===== config.mk =====
export PLATFORM = sky130hd
export DESIGN_NAME = gbt_ctrl
export DESIGN_NICKNAME = d
export VERILOG_FILES = /design/src/hw/rtl/gbt_pkg.sv /design/src/hw/rtl/gbt_ctrl.sv
export SDC_FILE = /design/constraint.sdc
export NUM_CORES = 1
export LEC_CHECK = 0
export ABC_AREA = 1
export BUFFER_PORTS_ARGS = -buffer_cell sky130_fd_sc_hd__buf_4
export CAP_MARGIN = 20
export CORE_MARGIN = 1
export CORE_UTILIZATION = 40
export DETAILED_ROUTE_END_ITERATION = 10
export PLACE_DENSITY = 0.6
export SYNTH_ARGS = -nofsm -noshare
export SYNTH_HDL_FRONTEND = slang
export SYNTH_SLANG_ARGS = --single-unit

===== constraint.sdc =====
create_clock -name clock -period 7.4 [get_ports clock]
set_input_delay 1.48 -clock clock [delete_from_list [all_inputs] [get_ports clock]]
set_output_delay 1.48 -clock clock [all_outputs]
set_load 0.02 [all_outputs]

===== src/hw/rtl/gbt_pkg.sv =====
// gbt_pkg: shared types, codes and helpers of the graph traversal block
// no dependencies; imported by every module of the block
package gbt_pkg;

   localparam int VERTEX_W   = 6;
   localparam int FUNC_W     = 2;
   localparam int COUNT_W    = 7;
   localparam int ROW_MAX    = 64;
   localparam int CSR_DATA_W = 32;
   localparam int CSR_ADDR_W = 3;

   localparam logic [COUNT_W-1:0] VERTEX_COUNT_RESET = 7'd64;
   localparam logic [CSR_ADDR_W-3:0] REG_VERTEX_COUNT = '0;

   typedef enum logic [FUNC_W-1:0] {
      FUNC_CLEAR = 2'd0,
      FUNC_EDGE  = 2'd1,
      FUNC_DFS   = 2'd2,
      FUNC_BFS   = 2'd3
   } func_type;

   typedef enum logic [2:0] {
      ST_IDLE,
      ST_EDGE,
      ST_DFS_SCAN,
      ST_DFS_POP,
      ST_BFS_DEQ,
      ST_BFS_ROW,
      ST_BFS_SCAN
   } state_type;

   // adjacency memory control
   typedef struct packed {
      logic                clear;
      logic                wr_en;
      logic [VERTEX_W-1:0] wr_row;
      logic [VERTEX_W-1:0] wr_col;
      logic                rd_en;
      logic [VERTEX_W-1:0] rd_row;
   } adj_cmd_type;

   // stack / queue memory control
   typedef struct packed {
      logic                wr_en;
      logic [VERTEX_W-1:0] wr_addr;
      logic [VERTEX_W-1:0] wr_data;
      logic                rd_en;
      logic [VERTEX_W-1:0] rd_addr;
   } ord_cmd_type;

   // binary index of a one-hot word
   function automatic logic [VERTEX_W-1:0] onehot_index(input logic [ROW_MAX-1:0] oh);
      logic [VERTEX_W-1:0] idx;
      idx = '0;
      for (int j = 0; j < ROW_MAX; j++) begin
         if (oh[j]) begin
            idx = idx | VERTEX_W'(j);
         end
      end
      return idx;
   endfunction

endpackage


===== src/hw/rtl/gbt_ctrl.sv =====
// gbt_ctrl: command decode, traversal sequencer, visited marks and the
// one-deep result hold that lets the final vertex be flagged
// depends on gbt_pkg; drives gbt_adj_mem and gbt_order_mem
module gbt_ctrl #(
   parameter int MAX_VERTICES = 64
) (
   input  logic                          clock,
   input  logic                          reset,
   input  logic                          start,
   output logic                          busy,
   input  logic [gbt_pkg::FUNC_W-1:0]    req_func,
   input  logic [gbt_pkg::VERTEX_W-1:0]  req_from_vertex,
   input  logic [gbt_pkg::VERTEX_W-1:0]  req_to_vertex,
   input  logic [gbt_pkg::COUNT_W-1:0]   vertex_count,
   output gbt_pkg::adj_cmd_type          adj_cmd,
   input  logic [MAX_VERTICES-1:0]       adj_row,
   output gbt_pkg::ord_cmd_type          ord_cmd,
   input  logic [gbt_pkg::VERTEX_W-1:0]  ord_rdata,
   output logic                          rsp_valid,
   output logic [gbt_pkg::VERTEX_W-1:0]  rsp_vertex,
   output logic                          rsp_last,
   output logic                          rsp_bad_start
);
   import gbt_pkg::*;

   localparam int CW = $clog2(MAX_VERTICES + 1);

   state_type               state_ff, state_in;
   logic [MAX_VERTICES-1:0] visited_ff, visited_in;
   logic [VERTEX_W-1:0]     pend_ff, pend_in;
   logic [CW-1:0]           depth_ff, depth_in;
   logic [CW-1:0]           head_ff, head_in;
   logic [VERTEX_W-1:0]     edge_row_ff, edge_row_in;
   logic [VERTEX_W-1:0]     edge_col_ff, edge_col_in;
   logic                    rsp_valid_ff, rsp_valid_in;
   logic [VERTEX_W-1:0]     rsp_vertex_ff, rsp_vertex_in;
   logic                    rsp_last_ff, rsp_last_in;
   logic                    rsp_bad_ff, rsp_bad_in;

   logic [COUNT_W-1:0]      n_use;
   logic [MAX_VERTICES-1:0] n_mask;
   logic                    accept;
   logic                    start_ok;
   logic                    edge_ok;
   logic [MAX_VERTICES-1:0] cand;
   logic [MAX_VERTICES-1:0] cand_low;
   logic                    cand_any;
   logic [VERTEX_W-1:0]     next_v;
   func_type                func;

   assign func     = func_type'(req_func);
   assign n_use    = (vertex_count > COUNT_W'(MAX_VERTICES)) ? COUNT_W'(MAX_VERTICES)
                                                             : vertex_count;
   assign accept   = start && (state_ff == ST_IDLE);
   assign start_ok = COUNT_W'(req_from_vertex) < n_use;
   assign edge_ok  = start_ok && (COUNT_W'(req_to_vertex) < n_use);

   always_comb begin
      for (int j = 0; j < MAX_VERTICES; j++) begin
         n_mask[j] = COUNT_W'(j) < n_use;
      end
   end

   // lowest unvisited neighbour of the row on the read port
   assign cand     = adj_row & ~visited_ff & n_mask;
   assign cand_any = |cand;
   assign cand_low = cand & (~cand + MAX_VERTICES'(1));
   assign next_v   = onehot_index(ROW_MAX'(cand_low));

   // next state
   always_comb begin
      state_in = state_ff;
      unique case (state_ff)
         ST_IDLE: begin
            if (accept) begin
               unique case (func) inside
                  FUNC_CLEAR: state_in = ST_IDLE;
                  FUNC_EDGE:  state_in = edge_ok ? ST_EDGE : ST_IDLE;
                  FUNC_DFS:   state_in = start_ok ? ST_DFS_SCAN : ST_IDLE;
                  FUNC_BFS:   state_in = start_ok ? ST_BFS_DEQ : ST_IDLE;
               endcase
            end
         end
         ST_EDGE: state_in = ST_IDLE;
         ST_DFS_SCAN: begin
            if (!cand_any) begin
               state_in = (depth_ff == CW'(1)) ? ST_IDLE : ST_DFS_POP;
            end
         end
         ST_DFS_POP: state_in = ST_DFS_SCAN;
         ST_BFS_DEQ: state_in = (head_ff == depth_ff) ? ST_IDLE : ST_BFS_ROW;
         ST_BFS_ROW: state_in = ST_BFS_SCAN;
         ST_BFS_SCAN: begin
            if (!cand_any) begin
               state_in = ST_BFS_DEQ;
            end
         end
         default: state_in = ST_IDLE;
      endcase
   end

   // datapath and memory commands
   always_comb begin
      visited_in    = visited_ff;
      pend_in       = pend_ff;
      depth_in      = depth_ff;
      head_in       = head_ff;
      edge_row_in   = edge_row_ff;
      edge_col_in   = edge_col_ff;
      rsp_valid_in  = 1'b0;
      rsp_vertex_in = pend_ff;
      rsp_last_in   = 1'b0;
      rsp_bad_in    = 1'b0;
      adj_cmd       = '0;
      ord_cmd       = '0;
      unique case (state_ff)
         ST_IDLE: begin
            if (accept) begin
               unique case (func) inside
                  FUNC_CLEAR: begin
                     adj_cmd.clear = 1'b1;
                  end
                  FUNC_EDGE: begin
                     if (edge_ok) begin
                        adj_cmd.wr_en  = 1'b1;
                        adj_cmd.wr_row = req_from_vertex;
                        adj_cmd.wr_col = req_to_vertex;
                        edge_row_in    = req_to_vertex;
                        edge_col_in    = req_from_vertex;
                     end
                  end
                  FUNC_DFS, FUNC_BFS: begin
                     if (!start_ok) begin
                        rsp_valid_in  = 1'b1;
                        rsp_vertex_in = req_from_vertex;
                        rsp_last_in   = 1'b1;
                        rsp_bad_in    = 1'b1;
                     end else begin
                        visited_in      = MAX_VERTICES'(1) << req_from_vertex;
                        pend_in         = req_from_vertex;
                        ord_cmd.wr_en   = 1'b1;
                        ord_cmd.wr_addr = '0;
                        ord_cmd.wr_data = req_from_vertex;
                        depth_in        = CW'(1);
                        head_in         = '0;
                        if (func == FUNC_DFS) begin
                           adj_cmd.rd_en  = 1'b1;
                           adj_cmd.rd_row = req_from_vertex;
                        end
                     end
                  end
               endcase
            end
         end
         ST_EDGE: begin
            adj_cmd.wr_en  = 1'b1;
            adj_cmd.wr_row = edge_row_ff;
            adj_cmd.wr_col = edge_col_ff;
         end
         ST_DFS_SCAN: begin
            if (cand_any) begin
               rsp_valid_in    = 1'b1;
               pend_in         = next_v;
               visited_in      = visited_ff | cand_low;
               ord_cmd.wr_en   = 1'b1;
               ord_cmd.wr_addr = VERTEX_W'(depth_ff);
               ord_cmd.wr_data = next_v;
               depth_in        = depth_ff + CW'(1);
               adj_cmd.rd_en   = 1'b1;
               adj_cmd.rd_row  = next_v;
            end else if (depth_ff == CW'(1)) begin
               rsp_valid_in = 1'b1;
               rsp_last_in  = 1'b1;
               depth_in     = '0;
            end else begin
               ord_cmd.rd_en   = 1'b1;
               ord_cmd.rd_addr = VERTEX_W'(depth_ff - CW'(2));
               depth_in        = depth_ff - CW'(1);
            end
         end
         ST_DFS_POP, ST_BFS_ROW: begin
            adj_cmd.rd_en  = 1'b1;
            adj_cmd.rd_row = ord_rdata;
         end
         ST_BFS_DEQ: begin
            if (head_ff == depth_ff) begin
               rsp_valid_in = 1'b1;
               rsp_last_in  = 1'b1;
            end else begin
               ord_cmd.rd_en   = 1'b1;
               ord_cmd.rd_addr = VERTEX_W'(head_ff);
               head_in         = head_ff + CW'(1);
            end
         end
         ST_BFS_SCAN: begin
            if (cand_any) begin
               rsp_valid_in    = 1'b1;
               pend_in         = next_v;
               visited_in      = visited_ff | cand_low;
               ord_cmd.wr_en   = 1'b1;
               ord_cmd.wr_addr = VERTEX_W'(depth_ff);
               ord_cmd.wr_data = next_v;
               depth_in        = depth_ff + CW'(1);
            end
         end
         default: begin
            rsp_valid_in = 1'b0;
         end
      endcase
   end

   always_ff @(posedge clock) begin
      if (reset) begin
         state_ff     <= ST_IDLE;
         rsp_valid_ff <= 1'b0;
         depth_ff     <= '0;
         head_ff      <= '0;
      end else begin
         state_ff     <= state_in;
         rsp_valid_ff <= rsp_valid_in;
         depth_ff     <= depth_in;
         head_ff      <= head_in;
      end
   end

   always_ff @(posedge clock) begin
      visited_ff    <= visited_in;
      pend_ff       <= pend_in;
      edge_row_ff   <= edge_row_in;
      edge_col_ff   <= edge_col_in;
      rsp_vertex_ff <= rsp_vertex_in;
      rsp_last_ff   <= rsp_last_in;
      rsp_bad_ff    <= rsp_bad_in;
   end

   assign busy          = (state_ff != ST_IDLE);
   assign rsp_valid     = rsp_valid_ff;
   assign rsp_vertex    = rsp_vertex_ff;
   assign rsp_last      = rsp_last_ff;
   assign rsp_bad_start = rsp_bad_ff;

endmodule


# Word-level counts from Yosys, hierarchy flattened
# Index checks and enable logic that the tools add are counted.
[totals]
regBits = 108
[classes]
magnitude_cmp = 67
n_shift = 1
muxes = 234
bitwise = 6
n_reduce_logical = 15
add_sub_neg = 5
n_eq_ne = 20
[ops]
columns = ["cell", "n"]
rows = [
  ["2-to-1 mux 64 bit", 12],
  ["2-to-1 mux 6 bit", 72],
  ["2-to-1 mux 7 bit", 49],
  ["2-to-1 mux 13 bit", 19],
  ["less-than comparator 6 x 7 -> 1 bit (first input constant)", 32],
  ["bitwise AND 64 bit", 3],
  ["case mux 64 bit (3 select lines)", 1],
  ["inverter 64 bit", 2],
  ["less-than comparator 5 x 7 -> 1 bit (first input constant)", 16],
  ["2-to-1 mux 5 bit", 16],
  ["adder 64 x 1 -> 64 bit (second input constant)", 1],
  ["bitwise OR 64 bit", 1],
  ["OR reduction 64 bit", 1],
  ["left shift 1 x 6 -> 64 bit (first input constant)", 1],
  ["less-than comparator 4 x 7 -> 1 bit (first input constant)", 8],
  ["2-to-1 mux 21 bit", 2],
  ["2-to-1 mux 3 bit", 14],
  ["case mux 7 bit (3 select lines)", 2],
  ["case mux 13 bit (3 select lines)", 1],
  ["2-to-1 mux 4 bit", 8],
  ["less-than comparator 3 x 7 -> 1 bit (first input constant)", 4],
  ["case mux 7 bit (2 select lines)", 2],
  ["2-to-1 mux 1 bit", 26],
  ["case mux 13 bit (2 select lines)", 1],
  ["31 further kinds", 54],
]

# Longest topological paths before layout
# Gate-level depths: netlist of the first run.
[depth]
depth_word = 73
mapped_depth = 23
depth_no_buf = 22

# Worst setup path before layout of the first run
# OpenSTA, ideal clock, no wires.
[synth_path]
path_type = "input to output"
from = "input vertex_count[1] (netlist bit)"
to = "output adj_cmd[13] (netlist bit)"
required_ns = 5.920
stages = 15
path_slack_ns = 1.399
arrival_ns = 4.521
cell_sequence = "buf_4 nor2_1 nand3_2 nand2_4 nand2_1 ha_1 a21oi_1 nor2_1 a21oi_1 nand2_1 nor3_1 nand3_1 nor2_1 inv_1 o21ai_0"
[synth_lines]
columns = ["element", "line", "text"]
rows = [
  ["start: declaration", "gbt_ctrl.sv:14", "input logic [gbt_pkg::COUNT_W-1:0] vertex_count,"],
  ["end: declaration", "gbt_ctrl.sv:15", "output gbt_pkg::adj_cmd_type adj_cmd,"],
]

==> results of run 1 <==
per-stage QoR:
stage	setup WS [ns]	instance area [sq um]	instances	hold slack (ns)
after floorplan	1.40	10100	1607	0.422
after global placement	1.06	11400	2046	0.429
after detailed placement	1.09	11400	2046	0.443
after CTS	1.09	11700	2062	0.453
after global routing	0.765	11700	2063	0.469
final	0.887	11700	2063	0.460
placed cells by master (no fill, tap or decap), types with 3 or more instances in the layout:
cell type | Yosys | final
sky130_fd_sc_hd__inv_1 | 232 | 232
sky130_fd_sc_hd__nand3_2 | 6 | 6
sky130_fd_sc_hd__buf_4 | 1 | 147
sky130_fd_sc_hd__edfxtp_1 | 82 | 82
sky130_fd_sc_hd__o22ai_1 | 6 | 6
sky130_fd_sc_hd__xor2_1 | 16 | 16
sky130_fd_sc_hd__inv_2 | 14 | 14
sky130_fd_sc_hd__nor4_1 | 6 | 6
sky130_fd_sc_hd__o211ai_1 | 5 | 5
sky130_fd_sc_hd__nand2_4 | 8 | 9
sky130_fd_sc_hd__a21oi_1 | 26 | 26
sky130_fd_sc_hd__nand2_1 | 437 | 436
sky130_fd_sc_hd__a22o_1 | 5 | 5
sky130_fd_sc_hd__nor2_1 | 227 | 226
sky130_fd_sc_hd__inv_8 | 0 | 4
sky130_fd_sc_hd__nand2_2 | 17 | 17
sky130_fd_sc_hd__nand3_1 | 117 | 117
sky130_fd_sc_hd__o21ai_1 | 14 | 14
sky130_fd_sc_hd__nor3_1 | 37 | 37
sky130_fd_sc_hd__nand4_1 | 39 | 39
sky130_fd_sc_hd__clkbuf_16 | 0 | 9
sky130_fd_sc_hd__nand3b_1 | 9 | 9
sky130_fd_sc_hd__nor3b_1 | 17 | 17
sky130_fd_sc_hd__nor2_2 | 30 | 30
sky130_fd_sc_hd__dfxtp_1 | 26 | 26
sky130_fd_sc_hd__inv_4 | 3 | 3
sky130_fd_sc_hd__nor2_4 | 12 | 13
sky130_fd_sc_hd__ha_1 | 17 | 17
sky130_fd_sc_hd__o21ai_0 | 139 | 139
path summary, 6_finish.rpt:
kind                            start                        to  slack, ns  cells past startpoint
max                   vertex_count[6]               ord_cmd[10]       0.89                     21
min              pend_ff[4]$_DFFE_PP_     rsp_vertex[4]$_DFF_P_       0.46                      2
max reg2reg  visited_ff[22]$_DFFE_PP_  visited_ff[36]$_DFFE_PP_       4.09                     13
min reg2reg      pend_ff[4]$_DFFE_PP_     rsp_vertex[4]$_DFF_P_       0.46                      2
per-layer routing:
layer / vias up / share of wire, % / GRT usage [%]
met5: - / 0 / 0
met4: 0 / 3.8 / 14.2
met3: 94 / 9.0 / 6.74
met2: 577 / 44 / 53.3
met1: 5258 / 44 / 48.5
li1: 5462 / - / -
power groups by stage:
stage	Sequential, W	Clock, W	Combinational [W]
global route	0.00101	0.000540	0.00144
floorplan	0.000964	0	0.000857
CTS	0.000988	0.000522	0.00128
detailed placement	0.00100	0	0.00127
global placement	0.000999	0	0.00128
finish	0.000992	0.000519	0.00131
kinds of logic (layout without fill, tap and decap cells):
logic type / Yosys count / count (layout) / synth area share, %
AO/OA/AOI/OAI: 209 / 209 / 11.4
XOR/XNOR: 18 / 18 / 1.57
adder cells (fa/ha/maj): 17 / 17 / 2.12
buffers and inverters: 284 / 416 / 11.2
flip-flops: 108 / 108 / 29.7
AND/OR/NAND/NOR: 971 / 971 / 44.0
cell usage after synthesis (6+ instances only):
library cell                 n
sky130_fd_sc_hd__nor2_4     12
sky130_fd_sc_hd__nand3_2     6
sky130_fd_sc_hd__nand3b_1    9
sky130_fd_sc_hd__o22ai_1     6
sky130_fd_sc_hd__o21ai_0   139
sky130_fd_sc_hd__o21ai_1    14
sky130_fd_sc_hd__nand2_2    17
sky130_fd_sc_hd__inv_1     232
sky130_fd_sc_hd__nand2_4     8
sky130_fd_sc_hd__nor3_1     37
sky130_fd_sc_hd__edfxtp_1   82
sky130_fd_sc_hd__nand4_1    39
sky130_fd_sc_hd__dfxtp_1    26
sky130_fd_sc_hd__nand3_1   117
sky130_fd_sc_hd__nor4_1      6
sky130_fd_sc_hd__inv_2      14
sky130_fd_sc_hd__clkbuf_1   21
sky130_fd_sc_hd__nor2_2     30
sky130_fd_sc_hd__nor2_1    227
sky130_fd_sc_hd__nor3b_1    17
sky130_fd_sc_hd__ha_1       17
sky130_fd_sc_hd__nand2_1   437
sky130_fd_sc_hd__xor2_1     16
sky130_fd_sc_hd__a21oi_1    26
critical path, delay by kind of cell:
kind / cells / cell delay, ns
buffers and inverters: 4 / 0.57
AND/OR/NAND/NOR: 17 / 2.93
area by class of cell:
cell class / count / area, sq um / area share, %
multi-input combinational: 1215 / 5960 / 50.7
tap: 324 / 405 / 3.45
sequential: 108 / 2980 / 25.4
clock inverter: 7 / 86.3 / 0.735
clock buffer: 9 / 225 / 1.92
timing repair buffer: 148 / 1130 / 9.63
inverter: 252 / 958 / 8.16
sequential cells by signal (all words and copies together) (netlist names):
name,count
rsp_bad_start,1
visited_ff,64
edge_col_ff,6
edge_row_ff,6
rsp_valid,1
rsp_vertex,6
rsp_last,1
depth_ff,7
state_ff,3
pend_ff,6
head_ff,7
==> metrics.txt, run 1 <==
# TYPE chip_impl_metric gauge
chip_impl_metric{name="tritoncts_num_sinks",unit=""} 108
chip_impl_metric{name="totalWireLength",unit="mm"} 44.7
chip_impl_info{name="end_kind",value="output port"} 1
chip_impl_metric{name="switching_power",unit="W"} 0.00131
chip_impl_metric{name="placement.io_buffers",unit=""} 144
chip_impl_metric{name="routed-via-count",unit=""} 11400
chip_impl_metric{name="yosys.area.top_type_share",unit="%"} 24.5
chip_impl_metric{name="clkPwrFrac",unit="%"} 18.4
chip_impl_metric{name="nNetsFinal",unit=""} 1845
chip_impl_metric{name="grt_pass1_vias",unit=""} 10900
chip_impl_metric{name="grt_overflow",unit=""} 0
chip_impl_info{name="worstHoldPathType",value="reg2reg"} 1
chip_impl_info{name="most_used_dff_post_synth",value="sky130_fd_sc_hd__edfxtp_1"} 1
chip_impl_metric{name="maxCapViolations",unit=""} 0
chip_impl_metric{name="route.antenna.remaining_nets",unit=""} 0
chip_impl_metric{name="power_leakage",unit="nW"} 6.04
chip_impl_metric{name="power.density",unit="nW/um^2"} 240
chip_impl_metric{name="cts_max_path_buffers",unit=""} 2
chip_impl_metric{name="floorplan.die_area",unit="sq um"} 25800
chip_impl_metric{name="grt_use_total",unit="%"} 35.0
chip_impl_metric{name="ir_drop",unit="mV"} 0.363
chip_impl_metric{name="comb_power_share",unit="%"} 46.4
chip_impl_metric{name="cts_max_level",unit=""} 3
chip_impl_metric{name="place_hpwl",unit="mm"} 37.1
chip_impl_metric{name="cts.clk_slew.worst_paths",unit="ns"} 0.08
chip_impl_metric{name="power_frac_seq",unit="%"} 35.2
chip_impl_metric{name="route.detailed.wl_per_inst",unit="um"} 21.7
chip_impl_metric{name="antenna_cells",unit=""} 0
chip_impl_metric{name="design.core.area",unit="sq um"} 24500
chip_impl_metric{name="synth.ff_latch_count",unit=""} 108
chip_impl_metric{name="fp-row-count",unit=""} 57
chip_impl_info{name="startpoint_to_endpoint_class_of_the_critical_path",value="in2out"} 1
chip_impl_metric{name="drtPass1Iterations",unit=""} 5
chip_impl_metric{name="grt_start_max_net_pins",unit=""} 71
chip_impl_metric{name="routed_via_density",unit=""} 5.52
chip_impl_metric{name="timing_hold_violations_final",unit=""} 0
chip_impl_metric{name="max_slew_margin",unit="%"} 31.5
chip_impl_metric{name="post_cts_hold_buffer_count",unit=""} 0
chip_impl_metric{name="post_route_cells_drive_above_1_share",unit="%"} 15.6
chip_impl_metric{name="gp_congestion",unit=""} 1.04
chip_impl_metric{name="num_cts_buffers",unit=""} 9
chip_impl_metric{name="grt_antenna_before_repair",unit=""} 0
chip_impl_metric{name="finalWorstPathRequiredPeriod",unit="ns"} 6.51
chip_impl_info{name="critical-path-top-cell-by-count",value="sky130_fd_sc_hd__nand2_1"} 1
chip_impl_metric{name="timing.fmax",unit="GHz"} 0.154
chip_impl_info{name="yosysTopAreaCell",value="sky130_fd_sc_hd__edfxtp_1"} 1
chip_impl_metric{name="initial_core_util",unit="%"} 41.1
chip_impl_metric{name="synth.net_count",unit=""} 1718
chip_impl_metric{name="areaGrowthSynthToFinish",unit="%"} 16.9
chip_impl_metric{name="synth_area_per_cell",unit="sq um"} 6.25
chip_impl_info{name="crit_chain",value="buf_4 > nor2_4 > inv_4 > nor2_2 > nand2_1 > nand2_1 > nand2_1 > nor2_1 > nand3_2 > inv_2 > nand2_1 > nor2_1 > nand2_1 > nand2_1 > nor2_1 > nand2_1 > nor2_1 > nand2_1 > nand2_1 > nand2_1 > buf_4"} 1
chip_impl_metric{name="synth_edf_count",unit=""} 82
chip_impl_metric{name="p_int",unit="W"} 0.00151
chip_impl_metric{name="worstPathRequired",unit="ns"} 5.92
chip_impl_info{name="worst_path_max_delay_cell",value="sky130_fd_sc_hd__nor2_4"} 1
chip_impl_metric{name="final_util",unit="%"} 48.0
chip_impl_info{name="outcome",value="finished, final reports clean"} 1
chip_impl_metric{name="timing_max_transition_violations_final",unit=""} 0
chip_impl_metric{name="dr.first_iter.drc_count",unit=""} 1372
chip_impl_info{name="worstSetupStartpointType",value="primary input"} 1
chip_impl_metric{name="fin_skew",unit="ns"} 0.0139
chip_impl_metric{name="worstSkewPairLatency",unit="ns"} 0.38
chip_impl_info{name="cts_tree",value="built"} 1
chip_impl_metric{name="post-layout-total-power",unit="W"} 0.00282
chip_impl_metric{name="yosysWarnings",unit=""} 0
chip_impl_info{name="cts_root_buf",value="sky130_fd_sc_hd__clkbuf_16"} 1
chip_impl_info{name="synth_top_cells_by_area",value="sky130_fd_sc_hd__edfxtp_1, sky130_fd_sc_hd__nand2_1, sky130_fd_sc_hd__inv_1"} 1
chip_impl_metric{name="netlist_area",unit="sq um"} 10100
chip_impl_info{name="setup_repair_after_global_routing_missed_its_margin",value="false"} 1
chip_impl_metric{name="timing.critical_path.slowest_cell_delay",unit="ns"} 0.32
chip_impl_metric{name="fin_setup_tns",unit="ns"} 0
chip_impl_metric{name="synth_async_sr_flop_share",unit="%"} 0
chip_impl_metric{name="final_min_period_over_clock_period",unit="%"} 88.0
chip_impl_metric{name="fillerInstances",unit=""} 2645
chip_impl_metric{name="setup_viol",unit=""} 0
chip_impl_metric{name="ioPinCount",unit=""} 145
chip_impl_metric{name="yosysUniqueCellTypes",unit=""} 51
chip_impl_metric{name="die-width",unit="um"} 161
chip_impl_metric{name="path_max_fanout",unit=""} 11
chip_impl_metric{name="cts-resized-gates",unit=""} 0
chip_impl_metric{name="first_pass_grt_wire_length",unit="mm"} 66.6
chip_impl_metric{name="synth-seq-area-share",unit="%"} 29.7
chip_impl_metric{name="die-height",unit="um"} 161
chip_impl_metric{name="power.switching_fraction",unit="%"} 46.5
chip_impl_metric{name="setup_repair_bufs_after_cts",unit=""} 0
chip_impl_metric{name="transition_at_the_pin_with_the_smallest_max_transition_slack",unit="ns"} 1.03
chip_impl_metric{name="worst-endpoint-arrival",unit="ns"} 5.03
chip_impl_metric{name="number_of_instances_in_the_synthesized_netlist",unit=""} 1607
chip_impl_metric{name="detail_route.drc_violations",unit=""} 0
Power figures use the tool's default switching activity.
==> run 2: changes to the inputs <==
--- a/config.mk
+++ b/config.mk
@@ -11,7 +11,9 @@
 export CORE_MARGIN = 1
 export CORE_UTILIZATION = 40
 export DETAILED_ROUTE_END_ITERATION = 10
-export PLACE_DENSITY = 0.6
+export GPL_ROUTABILITY_DRIVEN = 1
+export PLACE_DENSITY = 0.62
+export SLEW_MARGIN = 40
 export SYNTH_ARGS = -nofsm -noshare
 export SYNTH_HDL_FRONTEND = slang
 export SYNTH_SLANG_ARGS = --single-unit
==> constraint.sdc (replaced) <==
create_clock -name clock -period 5.8 [get_ports clock]
set_input_delay 1.16 -clock clock [delete_from_list [all_inputs] [get_ports clock]]
set_output_delay 1.16 -clock clock [all_outputs]
set_load 0.02 [all_outputs]
==> metrics.txt, run 2 (synthesis gave the netlist of run 1 again) <==
# TYPE chip_impl_metric gauge
chip_impl_info{name="outcome",value="finished, final reports clean"} 1
chip_impl_metric{name="num_cts_buffers",unit=""} 9
chip_impl_metric{name="design.core.area",unit="sq um"} 24500
chip_impl_info{name="worst_path_max_delay_cell",value="sky130_fd_sc_hd__nor2_2"} 1
chip_impl_metric{name="routed-via-count",unit=""} 11500
chip_impl_info{name="worstSetupStartpointType",value="primary input"} 1
chip_impl_metric{name="drtPass1Iterations",unit=""} 5
chip_impl_metric{name="initial_core_util",unit="%"} 41.1
chip_impl_metric{name="maxCapViolations",unit=""} 0
chip_impl_metric{name="route.antenna.remaining_nets",unit=""} 0
chip_impl_metric{name="timing_max_transition_violations_final",unit=""} 0
chip_impl_metric{name="cts.clk_slew.worst_paths",unit="ns"} 0.07
chip_impl_info{name="commonest_cells_after_routing_fill_and_taps_aside",value="sky130_fd_sc_hd__nand2_1, sky130_fd_sc_hd__inv_1, sky130_fd_sc_hd__nor2_1"} 1
chip_impl_info{name="cts_tree",value="built"} 1
chip_impl_info{name="cp_top_family",value="simple AND/OR/NAND/NOR gates"} 1
chip_impl_metric{name="fin_skew",unit="ns"} 0.0112
chip_impl_info{name="cts_root_buf",value="sky130_fd_sc_hd__clkbuf_16"} 1
chip_impl_metric{name="dr.first_iter.drc_count",unit=""} 1245
chip_impl_metric{name="setup_repair_bufs_after_cts",unit=""} 0
chip_impl_metric{name="gp_congestion",unit=""} 1.04
chip_impl_metric{name="routed_via_density",unit=""} 5.54
chip_impl_info{name="largestRegisters",value="visited_ff x64, depth_ff x7, head_ff x7"} 1
chip_impl_info{name="layout.cells.most_common",value="sky130_fd_sc_hd__nand2_1"} 1
chip_impl_metric{name="timing.fmax",unit="GHz"} 0.179
chip_impl_metric{name="die-width",unit="um"} 161
chip_impl_metric{name="ir_drop",unit="mV"} 0.469
chip_impl_info{name="startpoint_to_endpoint_class_of_the_critical_path",value="in2out"} 1
chip_impl_metric{name="detail_route.drc_violations",unit=""} 0
chip_impl_metric{name="cts_max_path_buffers",unit=""} 2
chip_impl_metric{name="power_leakage",unit="nW"} 6.09
chip_impl_metric{name="timing.critical_path.slowest_cell_delay",unit="ns"} 0.35
chip_impl_metric{name="floorplan.die_area",unit="sq um"} 25800
chip_impl_metric{name="final_min_period_over_clock_period",unit="%"} 96.4
chip_impl_metric{name="detailedPlace.worstSlack",unit="ns"} 0.347
chip_impl_info{name="crit_chain",value="buf_4 > inv_4 > nand3_2 > nor2_2 > nand2_1 > nand2_1 > nand2_1 > nor2_1 > nand3_2 > nor2_2 > nand3b_1 > nand2_1 > inv_1 > nand3b_1 > nor2_1 > nand3_1 > nand2_1 > nand2_1 > buf_4"} 1
chip_impl_metric{name="post_route_cells_drive_above_1_share",unit="%"} 16.3
chip_impl_metric{name="power.density",unit="nW/um^2"} 303
chip_impl_metric{name="totalWireLength",unit="mm"} 45.7
chip_impl_info{name="critical-path-top-cell-by-count",value="sky130_fd_sc_hd__nand2_1"} 1
chip_impl_metric{name="largest_register_ff_count",unit=""} 64
chip_impl_metric{name="r2r.worst_path.cells",unit=""} 14
chip_impl_metric{name="fp-row-count",unit=""} 57
chip_impl_metric{name="cts_max_level",unit=""} 3
chip_impl_metric{name="setup_viol",unit=""} 0
chip_impl_info{name="registers.top_by_ff_count",value="visited_ff"} 1
chip_impl_metric{name="tritoncts_num_sinks",unit=""} 108
chip_impl_metric{name="timing_hold_violations_final",unit=""} 0
chip_impl_metric{name="max_slew_margin",unit="%"} 46.6
chip_impl_metric{name="switching_power",unit="W"} 0.00166
chip_impl_metric{name="nNetsFinal",unit=""} 1859
chip_impl_metric{name="path_max_fanout",unit=""} 13
chip_impl_metric{name="worstPathRequired",unit="ns"} 4.64
chip_impl_metric{name="grt_use_total",unit="%"} 35.4
chip_impl_metric{name="fin_setup_tns",unit="ns"} 0
chip_impl_metric{name="placement.io_buffers",unit=""} 144
chip_impl_info{name="r2r-start",value="visited_ff[7]$_DFFE_PP_"} 1
chip_impl_metric{name="grt_pass1_vias",unit=""} 11100
chip_impl_metric{name="route.detailed.wl_per_inst",unit="um"} 22.0
chip_impl_metric{name="ioPinCount",unit=""} 145
chip_impl_metric{name="ff2ff_setup_slack",unit="ns"} 2.70
chip_impl_metric{name="die-height",unit="um"} 161
chip_impl_metric{name="worstSkewPairLatency",unit="ns"} 0.36
chip_impl_metric{name="place_hpwl",unit="mm"} 37.9
chip_impl_info{name="setup_repair_after_global_routing_missed_its_margin",value="false"} 1
chip_impl_metric{name="whs",unit="ns"} 0.450
chip_impl_metric{name="grt_start_max_net_pins",unit=""} 71
chip_impl_metric{name="areaGrowthSynthToFinish",unit="%"} 17.8
chip_impl_metric{name="power_frac_seq",unit="%"} 35.7
chip_impl_info{name="hold_crit_endpoint",value="rsp_vertex[2]$_DFF_P_"} 1
chip_impl_metric{name="clkPwrFrac",unit="%"} 17.1
chip_impl_metric{name="transition_at_the_pin_with_the_smallest_max_transition_slack",unit="ns"} 0.798
chip_impl_metric{name="fin_ws",unit="ns"} 0.211
chip_impl_info{name="crit-reg2reg-capture",value="pend_ff[2]$_DFFE_PP_"} 1
chip_impl_info{name="worstHoldPathType",value="reg2reg"} 1
chip_impl_metric{name="cts-resized-gates",unit=""} 0
chip_impl_metric{name="grt_overflow",unit=""} 0
chip_impl_metric{name="grt_antenna_before_repair",unit=""} 0
chip_impl_info{name="end_kind",value="output port"} 1
chip_impl_metric{name="finalWorstPathRequiredPeriod",unit="ns"} 5.59
chip_impl_info{name="worstHoldStart",value="pend_ff[2]$_DFFE_PP_"} 1
chip_impl_metric{name="first_pass_grt_wire_length",unit="mm"} 67.5
chip_impl_metric{name="hold_depth",unit=""} 2
chip_impl_metric{name="critical_path_buffer_and_inverter_count",unit=""} 4
chip_impl_metric{name="power.switching_fraction",unit="%"} 46.4
chip_impl_metric{name="antenna_cells",unit=""} 0
chip_impl_metric{name="post_cts_hold_buffer_count",unit=""} 0
chip_impl_metric{name="p_int",unit="W"} 0.00193
chip_impl_metric{name="worst-endpoint-arrival",unit="ns"} 4.43
chip_impl_metric{name="comb_power_share",unit="%"} 47.2
==> run 2: worst max path at each step <==
stage | start | to | depth (start not counted)
after global routing | vertex_count[6] | ord_cmd[10] | 21
after global placement | vertex_count[5] | ord_cmd[11] | 21
after CTS | vertex_count[1] | ord_cmd[10] | 21
after detailed placement | vertex_count[1] | ord_cmd[10] | 21
after floorplan | vertex_count[1] | adj_cmd[13] | 15
final | vertex_count[6] | ord_cmd[9] | 19
==> run 2: final cells by class <==
type                    instances  area, sq um
fillers                      2593        12600
repair buffers                162         1220
inverters                     252          958
flip-flops and latches        108         2980
multi-input cells            1215         5980
clock inverters                 6         60.1
well taps                     324          405
clock buffers                  10          229
==> run 2: routing by layer <==
metal | vias up | wire length (um) | global-route usage [%]
li1 | 5483 | - | -
met1 | 5311 | 19400 | 49.0
met2 | 641 | 20200 | 56.2
met3 | 81 | 4330 | 4.75
met4 | 0 | 1800 | 13.1
met5 | - | 0 | 0
==> run 2: metrics by stage <==
stage,instances,total power [W],utilization [%],cell area [sq um]
after global routing,2077,0.00380,48.4,11800
after global placement,2061,0.00296,47.1,11500
after floorplan,1607,0.00232,-,10100
after detailed placement,2061,0.00294,47.2,11500
after CTS,2077,0.00355,48.3,11800
final,2077,0.00359,48.4,11800
==> run 2: tightest hold or removal path, delay by kind of cell, from the launching register on <==
| family | cells | cell delay (ns) |
|---|---|---|
| AOI/OAI and AO/OA | 1 | 0.05 |
| DFF | 1 | 0.32 |
| and+or+nand+nor | 1 | 0.04 |
==> run 2: power groups by stage <==
stage	clock network, W	logic [W]	registers [W]
CTS	0.000617	0.00166	0.00127
detailed placement	0	0.00165	0.00128
finish	0.000614	0.00170	0.00128
global route	0.000649	0.00185	0.00130
floorplan	0	0.00109	0.00123
global placement	0	0.00166	0.00129
==> run 3: changes to the inputs <==
--- a/config.mk
+++ b/config.mk
@@ -10,6 +10,7 @@
 export CAP_MARGIN = 20
 export CORE_MARGIN = 1
 export CORE_UTILIZATION = 40
+export CTS_BUF_LIST = sky130_fd_sc_hd__clkbuf_16
 export DETAILED_ROUTE_END_ITERATION = 10
 export GPL_ROUTABILITY_DRIVEN = 1
 export PLACE_DENSITY = 0.62
==> metrics.txt, run 3 (synthesis gave the netlist of run 1 again) <==
# TYPE chip_impl_metric gauge
chip_impl_metric{name="timing_hold_violations_final",unit=""} 0
chip_impl_metric{name="antenna_cells",unit=""} 0
chip_impl_metric{name="grt_use_total",unit="%"} 35.4
chip_impl_metric{name="gp_congestion",unit=""} 1.04
chip_impl_metric{name="grtUsageMet2",unit="%"} 56.2
chip_impl_metric{name="num_cts_buffers",unit=""} 9
chip_impl_metric{name="design.core.area",unit="sq um"} 24500
chip_impl_info{name="crit-reg2reg-capture",value="pend_ff[2]$_DFFE_PP_"} 1
chip_impl_info{name="most_used_layer_global_route",value="met2"} 1
chip_impl_metric{name="timing_max_transition_violations_final",unit=""} 0
chip_impl_info{name="cts_root_buf",value="sky130_fd_sc_hd__clkbuf_16"} 1
chip_impl_metric{name="totalWireLength",unit="mm"} 45.8
chip_impl_metric{name="cts.clk_slew.worst_paths",unit="ns"} 0.07
chip_impl_metric{name="detail_route.drc_violations",unit=""} 0
chip_impl_info{name="outcome",value="finished, final reports clean"} 1
chip_impl_metric{name="final_min_period_over_clock_period",unit="%"} 96.3
chip_impl_metric{name="worstPathRequired",unit="ns"} 4.64
chip_impl_metric{name="cts_max_level",unit=""} 3
chip_impl_info{name="setup_repair_after_global_routing_missed_its_margin",value="false"} 1
chip_impl_metric{name="power.switching_fraction",unit="%"} 46.4
chip_impl_metric{name="path_max_fanout",unit=""} 13
chip_impl_metric{name="fin_setup_tns",unit="ns"} 0
chip_impl_metric{name="ir_drop",unit="mV"} 0.465
chip_impl_metric{name="maxCapViolations",unit=""} 0
chip_impl_metric{name="nNetsFinal",unit=""} 1859
chip_impl_metric{name="grt_antenna_before_repair",unit=""} 0
chip_impl_metric{name="timing.fmax",unit="GHz"} 0.179
chip_impl_metric{name="power.density",unit="nW/um^2"} 303
chip_impl_info{name="critical-path-top-cell-by-count",value="sky130_fd_sc_hd__nand2_1"} 1
chip_impl_info{name="crit_chain",value="buf_4 > inv_4 > nand3_2 > nor2_2 > nand2_1 > nand2_1 > nand2_1 > nor2_1 > nand3_2 > nor2_2 > nand3b_1 > nand2_1 > inv_1 > nand3b_1 > nor2_1 > nand3_1 > nand2_1 > nand2_1 > buf_4"} 1
chip_impl_metric{name="power_frac_seq",unit="%"} 35.7
chip_impl_info{name="layout.cells.most_common",value="sky130_fd_sc_hd__nand2_1"} 1
chip_impl_info{name="startpoint_to_endpoint_class_of_the_critical_path",value="in2out"} 1
chip_impl_metric{name="cts_max_path_buffers",unit=""} 2
chip_impl_metric{name="worst-endpoint-arrival",unit="ns"} 4.43
chip_impl_metric{name="worstSkewPairLatency",unit="ns"} 0.36
chip_impl_info{name="worstSetupStartpointType",value="primary input"} 1
chip_impl_metric{name="whs",unit="ns"} 0.450
chip_impl_metric{name="routed_via_density",unit=""} 5.56
chip_impl_metric{name="global_route.usage.met1",unit="%"} 49.0
chip_impl_metric{name="timing.critical_path.slowest_cell_delay",unit="ns"} 0.35
chip_impl_metric{name="r2r.worst_path.cells",unit=""} 14
chip_impl_metric{name="post_route_cells_drive_above_1_share",unit="%"} 16.3
chip_impl_metric{name="tritoncts_num_sinks",unit=""} 108
chip_impl_metric{name="comb_power_share",unit="%"} 47.3
chip_impl_metric{name="fp-row-count",unit=""} 57
chip_impl_metric{name="transition_at_the_pin_with_the_smallest_max_transition_slack",unit="ns"} 0.778
chip_impl_metric{name="dr.first_iter.drc_count",unit=""} 1272
chip_impl_metric{name="first_pass_grt_wire_length",unit="mm"} 67.5
chip_impl_info{name="r2r-start",value="visited_ff[7]$_DFFE_PP_"} 1
chip_impl_metric{name="gr-usage-met3",unit="%"} 4.75
chip_impl_metric{name="grt_overflow",unit=""} 0
chip_impl_metric{name="power_leakage",unit="nW"} 6.09
chip_impl_metric{name="place_hpwl",unit="mm"} 37.9
chip_impl_metric{name="areaGrowthSynthToFinish",unit="%"} 17.8
chip_impl_info{name="critPathLaunch",value="vertex_count[6]"} 1
chip_impl_info{name="worstHoldPathType",value="reg2reg"} 1
chip_impl_metric{name="p_int",unit="W"} 0.00192
chip_impl_metric{name="ioPinCount",unit=""} 145
chip_impl_info{name="worst_path_max_delay_cell",value="sky130_fd_sc_hd__nor2_2"} 1
chip_impl_metric{name="route.detailed.wl_per_inst",unit="um"} 22.0
chip_impl_metric{name="max_slew_margin",unit="%"} 48.0
chip_impl_info{name="registers.top_by_ff_count",value="visited_ff"} 1
chip_impl_metric{name="die-width",unit="um"} 161
chip_impl_metric{name="fin_skew",unit="ns"} 0.0116
chip_impl_metric{name="floorplan.die_area",unit="sq um"} 25800
chip_impl_metric{name="switching_power",unit="W"} 0.00166
chip_impl_info{name="end_kind",value="output port"} 1
chip_impl_metric{name="clkPwrFrac",unit="%"} 17.0
chip_impl_metric{name="ff2ff_setup_slack",unit="ns"} 2.68
chip_impl_metric{name="routed-via-count",unit=""} 11500
chip_impl_info{name="worst_setup_path_endpoint",value="ord_cmd[9]"} 1
chip_impl_metric{name="largest_register_ff_count",unit=""} 64
chip_impl_metric{name="finalWorstPathRequiredPeriod",unit="ns"} 5.59
chip_impl_metric{name="grt_start_max_net_pins",unit=""} 71
chip_impl_metric{name="initial_core_util",unit="%"} 41.1
chip_impl_metric{name="grt_pass1_vias",unit=""} 11100
chip_impl_info{name="commonest_cells_after_routing_fill_and_taps_aside",value="sky130_fd_sc_hd__nand2_1, sky130_fd_sc_hd__inv_1, sky130_fd_sc_hd__nor2_1"} 1
chip_impl_metric{name="drtPass1Iterations",unit=""} 6
chip_impl_info{name="largestRegisters",value="visited_ff x64, depth_ff x7, head_ff x7"} 1
chip_impl_metric{name="placement.io_buffers",unit=""} 144
chip_impl_metric{name="route.antenna.remaining_nets",unit=""} 0
chip_impl_info{name="cts_tree",value="built"} 1
chip_impl_metric{name="setup_viol",unit=""} 0
chip_impl_metric{name="die-height",unit="um"} 161
## run 3: cell types whose count changed in the layout (fill, tap and decap cells not counted), sizes merged
cell and delta:
inv +1, clkbuf -1
## run 3: worst max-delay path, delay by kind of cell
| family | cells | cell delay (ns) |
|---|---|---|
| simple gates | 15 | 2.70 |
| buf+inv | 4 | 0.57 |
## run 3: cell type report
type	instances	area, sq um
Clock buffer	9	225
Clock inverter	7	63.8
Fill cell	2593	12600
Inverter	252	958
Multi-Input combinational cell	1215	5980
Sequential cell	108	2980
Tap cell	324	405
Timing Repair Buffer	162	1220
## run 3: timing repair
action                     in CTS  in global routing
setup buffers                   0                  0
setup endpoints to repair       0                  2
resized for setup               0                  2
hold buffers                    0                  0
## run 3: power groups by stage
stage | sequential, W | clock, W | combinational, W
final | 0.00128 | 0.000611 | 0.00170
after global routing | 0.00130 | 0.000647 | 0.00185
after CTS | 0.00127 | 0.000615 | 0.00166
after detailed placement | 0.00128 | 0 | 0.00165
after global placement | 0.00129 | 0 | 0.00166
after floorplan | 0.00123 | 0 | 0.00109
## run 3: worst min path at each step
stage / startpoint / end / slack (ns) / depth (start not counted)
final: pend_ff[2]$_DFFE_PP_ / rsp_vertex[2]$_DFF_P_ / 0.45 / 2
after global routing: pend_ff[2]$_DFFE_PP_ / rsp_vertex[2]$_DFF_P_ / 0.46 / 2
after CTS: pend_ff[2]$_DFFE_PP_ / rsp_vertex[2]$_DFF_P_ / 0.45 / 2
after detailed placement: pend_ff[4]$_DFFE_PP_ / rsp_vertex[4]$_DFF_P_ / 0.44 / 2
after global placement: pend_ff[2]$_DFFE_PP_ / rsp_vertex[2]$_DFF_P_ / 0.43 / 2
after floorplan: pend_ff[0]$_DFFE_PP_ / rsp_vertex[0]$_DFF_P_ / 0.42 / 2
## run 3: stage by stage
stage	cell area, sq um	worst slack (ns)	cells	total power, W	util, %
2_1_floorplan	10100	0.439	1607	0.00232	-
3_3_place_gp	11500	0.244	2061	0.00296	47.1
3_5_place_dp	11500	0.347	2061	0.00294	47.2
4_1_cts	11800	0.338	2077	0.00355	48.3
5_1_grt	11800	0.0316	2077	0.00380	48.4
6_report	11800	0.214	2077	0.00359	48.4
## run 3: per-layer routing
| metal | vias up | wire, um |
|---|---|---|
| met4 | 0 | 1800 |
| met3 | 84 | 4200 |
| li1 | 5485 | - |
| met2 | 636 | 20300 |
| met1 | 5338 | 19500 |
| met5 | - | 0 |
